===== src/hw/rtl/esc_pkg.sv =====
// esc_pkg: shared types and constants for the epoch seconds to calendar block
// controller state, datapath command and status structs, calendar lengths in seconds
// no dependencies
package esc_pkg;

  localparam int unsigned YEAR_WIDTH = 16;

  localparam logic [31:0] SECS_PER_MIN  = 32'd60;
  localparam logic [31:0] SECS_PER_HOUR = 32'd3600;
  localparam logic [31:0] SECS_PER_DAY  = 32'd86400;
  localparam logic [31:0] SECS_365D     = 32'd31536000;
  localparam logic [31:0] SECS_366D     = 32'd31622400;
  localparam logic [31:0] SECS_28D      = 32'd2419200;
  localparam logic [31:0] SECS_29D      = 32'd2505600;
  localparam logic [31:0] SECS_30D      = 32'd2592000;
  localparam logic [31:0] SECS_31D      = 32'd2678400;

  localparam logic [3:0] MONTH_FEB  = 4'd1;
  localparam logic [3:0] MONTH_LAST = 4'd11;

  typedef enum logic [2:0] {
    ST_IDLE,
    ST_YEAR,
    ST_MONTH,
    ST_DAY,
    ST_HOUR,
    ST_MINUTE,
    ST_DONE
  } state_t;

  typedef enum logic [2:0] {
    OP_NONE,
    OP_LOAD,
    OP_YEAR,
    OP_MONTH,
    OP_DAY,
    OP_HOUR,
    OP_MINUTE
  } op_t;

  typedef struct packed {
    op_t  op;
    logic capture;
  } dp_cmd_t;

  typedef struct packed {
    logic ge;
  } dp_status_t;

  // length of month m (0 = january) in seconds
  function automatic logic [31:0] month_secs(input logic [3:0] m, input logic leap);
    logic [31:0] len;
    case (m) inside
      4'd0, 4'd2, 4'd4, 4'd6, 4'd7, 4'd9, 4'd11: len = SECS_31D;
      MONTH_FEB:                                 len = leap ? SECS_29D : SECS_28D;
      default:                                   len = SECS_30D;
    endcase
    return len;
  endfunction

endpackage


===== src/hw/rtl/esc_ctrl.sv =====
// esc_ctrl: sequencer for the calendar scan
// walks years, months, days, hours and minutes; owns the output valid flag
// depends on esc_pkg
module esc_ctrl (
  input  logic                clk,
  input  logic                rst,
  input  logic                in_valid,
  output logic                in_ready,
  output logic                out_valid,
  input  logic                out_ready,
  input  esc_pkg::dp_status_t status,
  output esc_pkg::dp_cmd_t    cmd
);

  esc_pkg::state_t state, state_next;
  logic out_free;

  assign out_free = !out_valid || out_ready;

  always_ff @(posedge clk) begin
    if (rst) begin
      state     <= esc_pkg::ST_IDLE;
      out_valid <= 1'b0;
    end else begin
      state <= state_next;
      if (cmd.capture) begin
        out_valid <= 1'b1;
      end else if (out_ready) begin
        out_valid <= 1'b0;
      end
    end
  end

  always_comb begin
    state_next = state;
    unique case (state)
      esc_pkg::ST_IDLE: begin
        if (in_valid) state_next = esc_pkg::ST_YEAR;
      end
      esc_pkg::ST_YEAR: begin
        if (!status.ge) state_next = esc_pkg::ST_MONTH;
      end
      esc_pkg::ST_MONTH: begin
        if (!status.ge) state_next = esc_pkg::ST_DAY;
      end
      esc_pkg::ST_DAY: begin
        if (!status.ge) state_next = esc_pkg::ST_HOUR;
      end
      esc_pkg::ST_HOUR: begin
        if (!status.ge) state_next = esc_pkg::ST_MINUTE;
      end
      esc_pkg::ST_MINUTE: begin
        if (!status.ge) state_next = out_free ? esc_pkg::ST_IDLE : esc_pkg::ST_DONE;
      end
      esc_pkg::ST_DONE: begin
        if (out_free) state_next = esc_pkg::ST_IDLE;
      end
      default: state_next = esc_pkg::ST_IDLE;
    endcase
  end

  always_comb begin
    in_ready    = 1'b0;
    cmd.op      = esc_pkg::OP_NONE;
    cmd.capture = 1'b0;
    unique case (state)
      esc_pkg::ST_IDLE: begin
        in_ready = 1'b1;
        if (in_valid) cmd.op = esc_pkg::OP_LOAD;
      end
      esc_pkg::ST_YEAR:  cmd.op = esc_pkg::OP_YEAR;
      esc_pkg::ST_MONTH: cmd.op = esc_pkg::OP_MONTH;
      esc_pkg::ST_DAY:   cmd.op = esc_pkg::OP_DAY;
      esc_pkg::ST_HOUR:  cmd.op = esc_pkg::OP_HOUR;
      esc_pkg::ST_MINUTE: begin
        cmd.op      = esc_pkg::OP_MINUTE;
        cmd.capture = !status.ge && out_free;
      end
      esc_pkg::ST_DONE: cmd.capture = out_free;
      default: cmd.op = esc_pkg::OP_NONE;
    endcase
  end

endmodule


===== src/hw/rtl/esc_dpath.sv =====
// esc_dpath: remaining-seconds register, calendar counters and result registers
// one compare and subtract per cycle against the current unit length
// depends on esc_pkg
module esc_dpath #(
  parameter int unsigned EPOCH_YEAR    = 1970,
  parameter int unsigned SECONDS_WIDTH = 32
) (
  input  logic                     clk,
  input  logic [SECONDS_WIDTH-1:0] epoch_seconds,
  input  esc_pkg::dp_cmd_t         cmd,
  output esc_pkg::dp_status_t      status,
  output logic [11:0]              cal_year,
  output logic [3:0]               cal_month,
  output logic [4:0]               cal_day,
  output logic [4:0]               cal_hour,
  output logic [5:0]               cal_minute,
  output logic [5:0]               cal_second
);

  localparam int unsigned YW = esc_pkg::YEAR_WIDTH;
  localparam logic [YW-1:0] YEAR_INIT   = YW'(EPOCH_YEAR);
  localparam logic [6:0]    MOD100_INIT = 7'(EPOCH_YEAR % 100);
  localparam logic [8:0]    MOD400_INIT = 9'(EPOCH_YEAR % 400);

  logic [SECONDS_WIDTH-1:0] t;
  logic [YW-1:0]            year;
  logic [6:0]               mod100;
  logic [8:0]               mod400;
  logic [3:0]               month;
  logic [4:0]               day;
  logic [4:0]               hour;
  logic [5:0]               minute;

  logic                     leap;
  logic [31:0]              len;
  logic                     ge;

  assign leap = ((year[1:0] == 2'd0) && (mod100 != 7'd0)) || (mod400 == 9'd0);

  always_comb begin
    len = 32'd0;
    ge  = 1'b0;
    case (cmd.op)
      esc_pkg::OP_YEAR: begin
        len = leap ? esc_pkg::SECS_366D : esc_pkg::SECS_365D;
        ge  = t >= SECONDS_WIDTH'(len);
      end
      esc_pkg::OP_MONTH: begin
        len = esc_pkg::month_secs(month, leap);
        ge  = (t >= SECONDS_WIDTH'(len)) && (month != esc_pkg::MONTH_LAST);
      end
      esc_pkg::OP_DAY: begin
        len = esc_pkg::SECS_PER_DAY;
        ge  = t >= SECONDS_WIDTH'(len);
      end
      esc_pkg::OP_HOUR: begin
        len = esc_pkg::SECS_PER_HOUR;
        ge  = t >= SECONDS_WIDTH'(len);
      end
      esc_pkg::OP_MINUTE: begin
        len = esc_pkg::SECS_PER_MIN;
        ge  = t >= SECONDS_WIDTH'(len);
      end
      default: begin
        len = 32'd0;
        ge  = 1'b0;
      end
    endcase
  end

  assign status.ge = ge;

  always_ff @(posedge clk) begin
    if (cmd.op == esc_pkg::OP_LOAD) begin
      t      <= epoch_seconds;
      year   <= YEAR_INIT;
      mod100 <= MOD100_INIT;
      mod400 <= MOD400_INIT;
      month  <= 4'd0;
      day    <= 5'd0;
      hour   <= 5'd0;
      minute <= 6'd0;
    end else if (ge) begin
      t <= t - SECONDS_WIDTH'(len);
      case (cmd.op)
        esc_pkg::OP_YEAR: begin
          year   <= year + YW'(1);
          mod100 <= (mod100 == 7'd99) ? 7'd0 : mod100 + 7'd1;
          mod400 <= (mod400 == 9'd399) ? 9'd0 : mod400 + 9'd1;
        end
        esc_pkg::OP_MONTH:  month  <= month + 4'd1;
        esc_pkg::OP_DAY:    day    <= day + 5'd1;
        esc_pkg::OP_HOUR:   hour   <= hour + 5'd1;
        esc_pkg::OP_MINUTE: minute <= minute + 6'd1;
        default: ;
      endcase
    end
  end

  // result register, parts the scan from the output channel
  always_ff @(posedge clk) begin
    if (cmd.capture) begin
      cal_year   <= year[11:0];
      cal_month  <= month + 4'd1;
      cal_day    <= day + 5'd1;
      cal_hour   <= hour;
      cal_minute <= minute;
      cal_second <= t[5:0];
    end
  end

endmodule


===== src/hw/rtl/epoch_seconds_to_calendar_core.sv =====
// epoch_seconds_to_calendar_core: top level of the epoch seconds to calendar converter
// joins the sequencer esc_ctrl and the datapath esc_dpath; depends on esc_pkg
//
// Converts a count of seconds since midnight, 1 January of EPOCH_YEAR, into the Gregorian
// year, month, day, hour, minute and second. One item is in work at a time. The scan
// removes whole years, then whole months into the year (at most 11), whole days into the
// month, hours and minutes; an item cannot finish while an earlier result still holds the
// output register. The datapath has a single compare-and-subtract unit, which removes one
// year, month, day, hour or minute per cycle. A finished result sits in an output register,
// so the next item is taken while it waits. The year keeps its low 12 bits on the output.
module epoch_seconds_to_calendar_core #(
  parameter int unsigned EPOCH_YEAR    = 1970,
  parameter int unsigned SECONDS_WIDTH = 32
) (
  input  logic                     clk,
  input  logic                     rst,
  input  logic                     in_valid,
  output logic                     in_ready,
  input  logic [SECONDS_WIDTH-1:0] epoch_seconds,
  output logic                     out_valid,
  input  logic                     out_ready,
  output logic [11:0]              cal_year,
  output logic [3:0]               cal_month,
  output logic [4:0]               cal_day,
  output logic [4:0]               cal_hour,
  output logic [5:0]               cal_minute,
  output logic [5:0]               cal_second
);

  esc_pkg::dp_cmd_t    cmd;
  esc_pkg::dp_status_t status;

  esc_ctrl u_ctrl (
    .clk       (clk),
    .rst       (rst),
    .in_valid  (in_valid),
    .in_ready  (in_ready),
    .out_valid (out_valid),
    .out_ready (out_ready),
    .status    (status),
    .cmd       (cmd)
  );

  esc_dpath #(
    .EPOCH_YEAR    (EPOCH_YEAR),
    .SECONDS_WIDTH (SECONDS_WIDTH)
  ) u_dpath (
    .clk           (clk),
    .epoch_seconds (epoch_seconds),
    .cmd           (cmd),
    .status        (status),
    .cal_year      (cal_year),
    .cal_month     (cal_month),
    .cal_day       (cal_day),
    .cal_hour      (cal_hour),
    .cal_minute    (cal_minute),
    .cal_second    (cal_second)
  );

endmodule


===== config.mk =====
export PLATFORM = sky130hd
export DESIGN_NAME = epoch_seconds_to_calendar_core
export DESIGN_NICKNAME = d
export VERILOG_FILES = /design/src/hw/rtl/esc_pkg.sv /design/src/hw/rtl/esc_ctrl.sv /design/src/hw/rtl/esc_dpath.sv /design/src/hw/rtl/epoch_seconds_to_calendar_core.sv
export SDC_FILE = /design/constraint.sdc
export NUM_CORES = 1
export LEC_CHECK = 0
export BUFFER_PORTS_ARGS = -buffer_cell sky130_fd_sc_hd__buf_2
export CAP_MARGIN = 20
export CORE_ASPECT_RATIO = 1.2
export CORE_MARGIN = 2
export CORE_UTILIZATION = 59
export CTS_CLUSTER_SIZE = 30
export DETAILED_ROUTE_END_ITERATION = 8
export MAX_ROUTING_LAYER = met4
export PLACE_DENSITY = 0.78
export SETUP_SLACK_MARGIN = 0.02
export SYNTH_ARGS = -nofsm -noshare
export SYNTH_HDL_FRONTEND = slang
export SYNTH_SLANG_ARGS = --single-unit

===== constraint.sdc =====
create_clock -name clk -period 6.6 [get_ports clk]
set_clock_uncertainty 0.05 [all_clocks]
set_input_delay 0.99 -clock clk [delete_from_list [all_inputs] [get_ports clk]]
set_output_delay 0.99 -clock clk [all_outputs]
set_load 0.005 [all_outputs]

==> impl_metrics.py, run 1 <==
metrics = {
    "critical_path": {
        "crit_type": "flop to flop",
        "reg2reg_depth": 16,
        "regToRegSetupSlack_ns": 1.48,
        "critPathRequiredTime_ns": 6.58,
        "critical_path_arrival_ns": 5.10,
        "startpoint_type": "flop",
        "cp_max_fo": 38,
        "endpoint_kind": "flop",
        "regToRegStartpoint": "u_dpath.mod100[2]",
        "r2r_end": "u_dpath.cal_year[0]",
    },
    "power": {
        "p_per_area_nw_per_um2": 532,
        "power_leakage_nw": 3.31,
        "ir_worst_vdd_v": 0.000267,
    },
    "sta": {
        "drv_slew": 0,
        "rsz0062_at_grt": "false",
        "period_minus_slack_ns": 5.12,
        "hold_viol": 0,
        "tightest_slew_ns": 1.04,
        "whs_ns": 0.405,
        "fmax_mhz": 195,
        "finalCritPeriodShare": 0.776,
        "maxSlewHeadroom": 0.307,
        "setup_viol": 0,
        "tns_ns": 0,
        "worst_slack_ns": 1.48,
    },
    "floorplanning": {
        "dieWidth_microns": 104,
        "initial_utilization": 0.606,
        "row_count": 43,
        "dieArea_sq_um": 12800,
        "die_h_microns": 123,
        "fp.coreArea_sq_um": 11600,
        "pin_count": 76,
    },
    "global_route": {
        "antenna_found_initial": 0,
        "grt_max_degree": 49,
        "gr-total-overflow": 0,
        "track_usage": 0.272,
        "grt_pass1_vias": 5662,
        "grt_pass1_wl_microns": 27000,
    },
    "synth": {
        "synth_top_area_share": 0.300,
        "synth_area_leader_cell": "edfxtp_1",
        "synth_cell_types": 56,
        "synth.avg_cell_area_sq_um": 9.57,
        "async_reset_ff_frac": 0,
        "syn_inst": 733,
        "synthTopCellsByArea": "edfxtp_1, dfxtp_1, ha_1",
        "synth-seq-area-share": 0.448,
        "synthFlopType": "edfxtp_1",
        "yosysWarnings": 0,
        "synth_edf_count": 70,
        "syn_nets": 824,
        "ys_ff_latch": 122,
        "synth_area_sq_um": 7010,
    },
    "layout": {
        "mostFrequentLayoutCells": "nor2_1, buf_2, nand2_1",
        "antenna_cells": 0,
        "layout-drive-gt1-share": 0.149,
        "fin_nets": 898,
        "mostFrequentLayoutCell": "nor2_1",
        "area_growth_pct": 16.1,
        "finalInstanceArea_sq_um": 8150,
    },
    "clock_network": {
        "h-tree-depth": 4,
        "cts-resized-gates": 0,
        "clk_pin_slew_ns": 0.06,
        "clk_latency_ns": 0.42,
        "clockBufferDepth": 2,
        "cts_made_buffers": 17,
        "ctsHoldBuffers": 0,
        "cts_tree": "yes",
        "clockRootBuffer": "clkbuf_16",
        "post_cts_buffers": 0,
        "cts.sinks": 122,
    },
    "detailed_routing": {
        "wirelength_microns": 16500,
        "ant_nets": 0,
        "drt_first_pass_iters": 5,
        "wl_per_cell_microns": 16.9,
        "viasPerCell": 5.91,
        "drcViolationCount": 0,
        "drt_iter0_markers": 386,
        "vias": 5777,
    },
    "hold_path": {
        "hp-class": "flop to flop",
        "whs_path_depth": 0,
        "whs_endpoint": "u_dpath.cal_minute[5]",
        "hp-start": "u_dpath.minute[5]",
    },
    "placement": {
        "pre_cts_ws_ns": 1.58,
        "dp_hpwl_microns": 11700,
        "place_area_sq_um": 7530,
        "portBuffers": 75,
        "place.gp.congestion": 0.997,
    },
    "flow_run": {
        "cap_violations": 0,
    },
    "run_status": {
        "status": "finished clean",
    },
}
[state kept, by name, indices dropped and copies added, names as in the netlist]
register and count:
u_ctrl.out_valid 1, u_dpath.cal_year 12, u_dpath.year 12, u_dpath.cal_month 4, u_dpath.hour 5, u_dpath.minute 6, u_dpath.t 32, u_dpath.month 4
u_dpath.day 5, u_dpath.cal_day 5, u_dpath.mod400 9, u_dpath.cal_minute 6, u_dpath.mod100 7, u_ctrl.state 3, u_dpath.cal_second 6, u_dpath.cal_hour 5
[final cells by class]
type / count / area (sq um)
tap: 157 / 196
fill: 848 / 3420
multi-input combinational: 558 / 3680
sequential: 122 / 3140
inverter: 29 / 109
clock buffer: 18 / 429
clock inverter: 14 / 183
timing repair buffer: 79 / 405
[cells by family (layout without fill, tap and decap cells)]
| group | Yosys count | count (layout) | share of synthesized area |
|---|---|---|---|
| AO/OA/AOI/OAI | 157 | 157 | 0.144 |
| XOR/XNOR | 60 | 60 | 0.0749 |
| buffers and inverters | 53 | 140 | 0.0284 |
| AND/OR/NAND/NOR | 282 | 282 | 0.200 |
| multiplexers | 4 | 4 | 0.00571 |
| flip-flops | 122 | 122 | 0.448 |
| adder cells (fa/ha/maj) | 55 | 55 | 0.0992 |
[metrics by stage]
stage,cells,utilization,total power [mW]
after floorplan,733,-,2.81
after CTS,977,0.704,4.31
final,977,0.704,4.33
after detailed placement,945,0.651,3.32
after global placement,945,0.651,3.24
after global routing,977,0.704,4.64
[metal layers]
layer / vias to the layer above / routed length [microns] / GRT usage
li1: 2805 / - / -
met1: 2704 / 6800 / 0.318
met2: 221 / 8210 / 0.466
met3: 47 / 958 / 0.0501
met4: 0 / 490 / 0.120
met5: - / 0 / -
[Yosys cell counts, types with 24 or more instances]
| cell | instances |
|---|---|
| a21oi_1 | 48 |
| dfxtp_1 | 52 |
| edfxtp_1 | 70 |
| ha_1 | 54 |
| inv_1 | 29 |
| nand2_1 | 71 |
| nand3_1 | 27 |
| nor2_1 | 77 |
| nor3_1 | 24 |
| o21ai_0 | 40 |
| xnor2_1 | 30 |
| xor2_1 | 30 |
[how the worst max path moves through the flow]
stage / cells past startpoint / end / slack [ns] / start
after CTS: 16 / u_dpath.cal_year[0] / 1.52 / u_dpath.mod100[2]
after global placement: 17 / u_dpath.cal_year[0] / 1.78 / u_dpath.mod400[0]
after global routing: 16 / u_dpath.cal_year[0] / 0.96 / u_dpath.mod100[2]
after floorplan: 16 / u_dpath.cal_day[0] / 1.02 / u_dpath.mod400[0]
after detailed placement: 16 / u_dpath.cal_year[0] / 1.58 / u_dpath.mod100[2]
final: 16 / u_dpath.cal_year[0] / 1.48 / u_dpath.mod100[2]
[power by group]
group          internal [mW]  leakage (nW)  switching, mW
registers               1.09          1.09          0.253
logic                  0.820          1.91           1.20
clock network          0.603         0.301          0.363
total                   2.51          3.31           1.82
[critical path: stages, from the launching register on]
cell,delay [ns]
dfxtp_1,0.37
nor3_1,0.29
nand3_1,0.14
a32oi_1,0.18
buf_4,0.22
inv_1,0.14
o21ai_0,0.41
inv_1,0.17
ha_1,0.33
and4_1,0.20
nand3_1,0.10
a21oi_1,0.05
o31ai_1,0.38
a41oi_4,0.26
nor4b_1,0.34
o21ai_0,0.21
nor2_4,0.85
No activity file was read; power rests on OpenSTA's default activity.
==> inputs of run 2 (changes only) <==
==> constraint.sdc (replaced) <==
create_clock -name clk -period 4.8 [get_ports clk]
set_clock_uncertainty 0.05 [all_clocks]
set_input_delay 0.72 -clock clk [delete_from_list [all_inputs] [get_ports clk]]
set_output_delay 0.72 -clock clk [all_outputs]
set_load 0.005 [all_outputs]
==> run 2 against run 1 <==
Net effect: combinational power grew 44%; critical path depth grew 1; hold slack lost 0.0046 ns; core utilization grew 1.0 points; critical endpoint is now u_dpath.cal_day[1]; maximum frequency grew 15%; sequential share of layout area shrank 0.56 points; largest cell class unchanged; flip-flop and latch count is the same.
==> impl_metrics.py, run 2 (synthesized netlist as in run 1, its figures left out) <==
metrics = {
    "run_status": {
        "status": "finished clean",
    },
    "layout": {
        "reg_top3": "u_dpath.t: 32 flops, u_dpath.cal_year: 12 flops, u_dpath.year: 12 flops",
        "area_growth_pct": 17.8,
        "mostFrequentLayoutCell": "nor2_1",
        "fin_nets": 904,
        "utilization": 0.714,
        "fillers": 844,
        "regMostFlops": "u_dpath.t",
        "mostFrequentLayoutCells": "nor2_1, buf_2, nand2_1",
        "antenna_cells": 0,
        "largest_reg_flops": 32,
        "layout-drive-gt1-share": 0.165,
    },
    "global_route": {
        "track_usage": 0.282,
        "grt_max_degree": 61,
        "grt_pass1_vias": 5806,
        "grt_pass1_wl_microns": 27900,
        "antenna_found_initial": 0,
        "gr-total-overflow": 0,
    },
    "detailed_routing": {
        "met1_length_microns": 6950,
        "drt_first_pass_iters": 5,
        "met2_length_microns": 8530,
        "top_layer": "met4",
        "wl_met3_microns": 829,
        "ant_nets": 0,
        "drt_iter0_markers": 429,
        "vias": 5811,
        "viasPerCell": 5.91,
        "wl_per_cell_microns": 17.1,
        "wirelength_microns": 16800,
        "drcViolationCount": 0,
    },
    "sta": {
        "fmax_mhz": 225,
        "tightest_slew_ns": 1.03,
        "rsz0062_at_grt": "false",
        "period_minus_slack_ns": 4.44,
        "drv_slew": 0,
        "maxSlewHeadroom": 0.314,
        "setup_viol": 0,
        "finalCritPeriodShare": 0.926,
        "tns_ns": 0,
        "hold_viol": 0,
    },
    "critical_path": {
        "path_delay_family": "compound AO/OA/AOI/OAI gates",
        "crit_chain": "inv_1 -> ha_1 -> a2111oi_1 -> a21oi_1 -> inv_1 -> o21ai_0 -> buf_4 -> ha_1 -> a21o_1 -> a21oi_1 -> nor2b_1 -> o31ai_2 -> a41oi_4 -> nor4b_1 -> o21ai_0 -> nor2_4 -> buf_12",
        "startpoint_type": "flop",
        "critPathRequiredTime_ns": 4.85,
        "endpoint_kind": "flop",
        "regToRegSetupSlack_ns": 0.36,
        "cp_max_fo": 34,
        "critical_path_arrival_ns": 4.50,
        "crit_type": "flop to flop",
        "slowest_stage": "dfxtp_1",
        "crit_path_max_incr_delay_ns": 0.43,
        "path_buf_inv": 4,
    },
    "clock_network": {
        "h-tree-depth": 4,
        "cts_tree": "yes",
        "clk_pin_slew_ns": 0.06,
        "clk_latency_ns": 0.41,
        "cts_made_buffers": 17,
        "ctsHoldBuffers": 0,
        "clockBufferDepth": 2,
        "clockRootBuffer": "clkbuf_16",
        "cts.sinks": 122,
    },
    "floorplanning": {
        "dieArea_sq_um": 12800,
        "row_count": 43,
        "die_h_microns": 123,
        "fp.coreArea_sq_um": 11600,
        "pin_count": 76,
        "initial_utilization": 0.606,
        "dieWidth_microns": 104,
    },
    "placement": {
        "dp_hpwl_microns": 11900,
        "portBuffers": 75,
        "place.gp.congestion": 0.989,
    },
    "hold_path": {
        "hp-class": "flop to flop",
    },
    "flow_run": {
        "cap_violations": 0,
    },
    "power": {
        "p_per_area_nw_per_um2": 740,
        "power_leakage_nw": 3.35,
        "ir_worst_vdd_v": 0.000489,
        "totalPowerFinal_mw": 6.11,
    },
}
## run 2: final cells by class
| class | instances | area (sq um) | area share |
|---|---|---|---|
| Sequential cell | 122 | 3140 | 0.380 |
| Timing Repair Buffer | 85 | 463 | 0.0560 |
| Tap cell | 157 | 196 | 0.0238 |
| Multi-Input combinational cell | 558 | 3720 | 0.450 |
| Clock buffer | 18 | 429 | 0.0519 |
| Inverter | 29 | 109 | 0.0132 |
| Clock inverter | 14 | 206 | 0.0250 |
## run 2: what timing repair did
item | 4_1_cts | 5_1_grt
buffers inserted | 0 | 0
resized for setup | 0 | 12
setup endpoints to repair | 0 | 44
## run 2: through the flow
step	cells	cell area (sq um)	hold WS, ns	setup WS [ns]
floorplan	733	7020	0.378	0.216
global placement	951	7590	0.383	0.298
detailed placement	951	7590	0.388	0.131
CTS	983	8230	0.401	0.0865
global route	983	8260	0.412	0.0390
finish	983	8260	0.401	0.357
## run 2: worst reg2reg max path, stage by stage (launching register included)
cell and delay [ns]:
dfxtp_1 0.43, inv_1 0.11, ha_1 0.23, a2111oi_1 0.38
a21oi_1 0.13, inv_1 0.14, o21ai_0 0.13, buf_4 0.16
ha_1 0.28, a21o_1 0.17, a21oi_1 0.17, nor2b_1 0.08
o31ai_2 0.27, a41oi_4 0.24, nor4b_1 0.42, o21ai_0 0.25
nor2_4 0.23, buf_12 0.24
## run 2: power breakdown
part / internal (mW) / total (mW) / switching, mW
clock: 0.882 / 1.38 / 0.496
combinational: 1.19 / 2.90 / 1.71
sequential: 1.50 / 1.83 / 0.330
total: 3.57 / 6.11 / 2.54
## run 2: worst paths after layout
path / startpoint / to / depth (start not counted)
setup / recovery: u_dpath.month[0] / u_dpath.cal_day[1] / 17
hold / removal: u_dpath.t[0] / u_dpath.cal_second[0] / 0
setup reg to reg: u_dpath.month[0] / u_dpath.cal_day[1] / 17
hold reg to reg: u_dpath.t[0] / u_dpath.cal_second[0] / 0
## run 2: routing by layer
metal / GRT usage / vias to the layer above
met5: - / -
met4: 0.126 / 0
met3: 0.0427 / 37
met2: 0.498 / 198
met1: 0.321 / 2756
li1: - / 2820
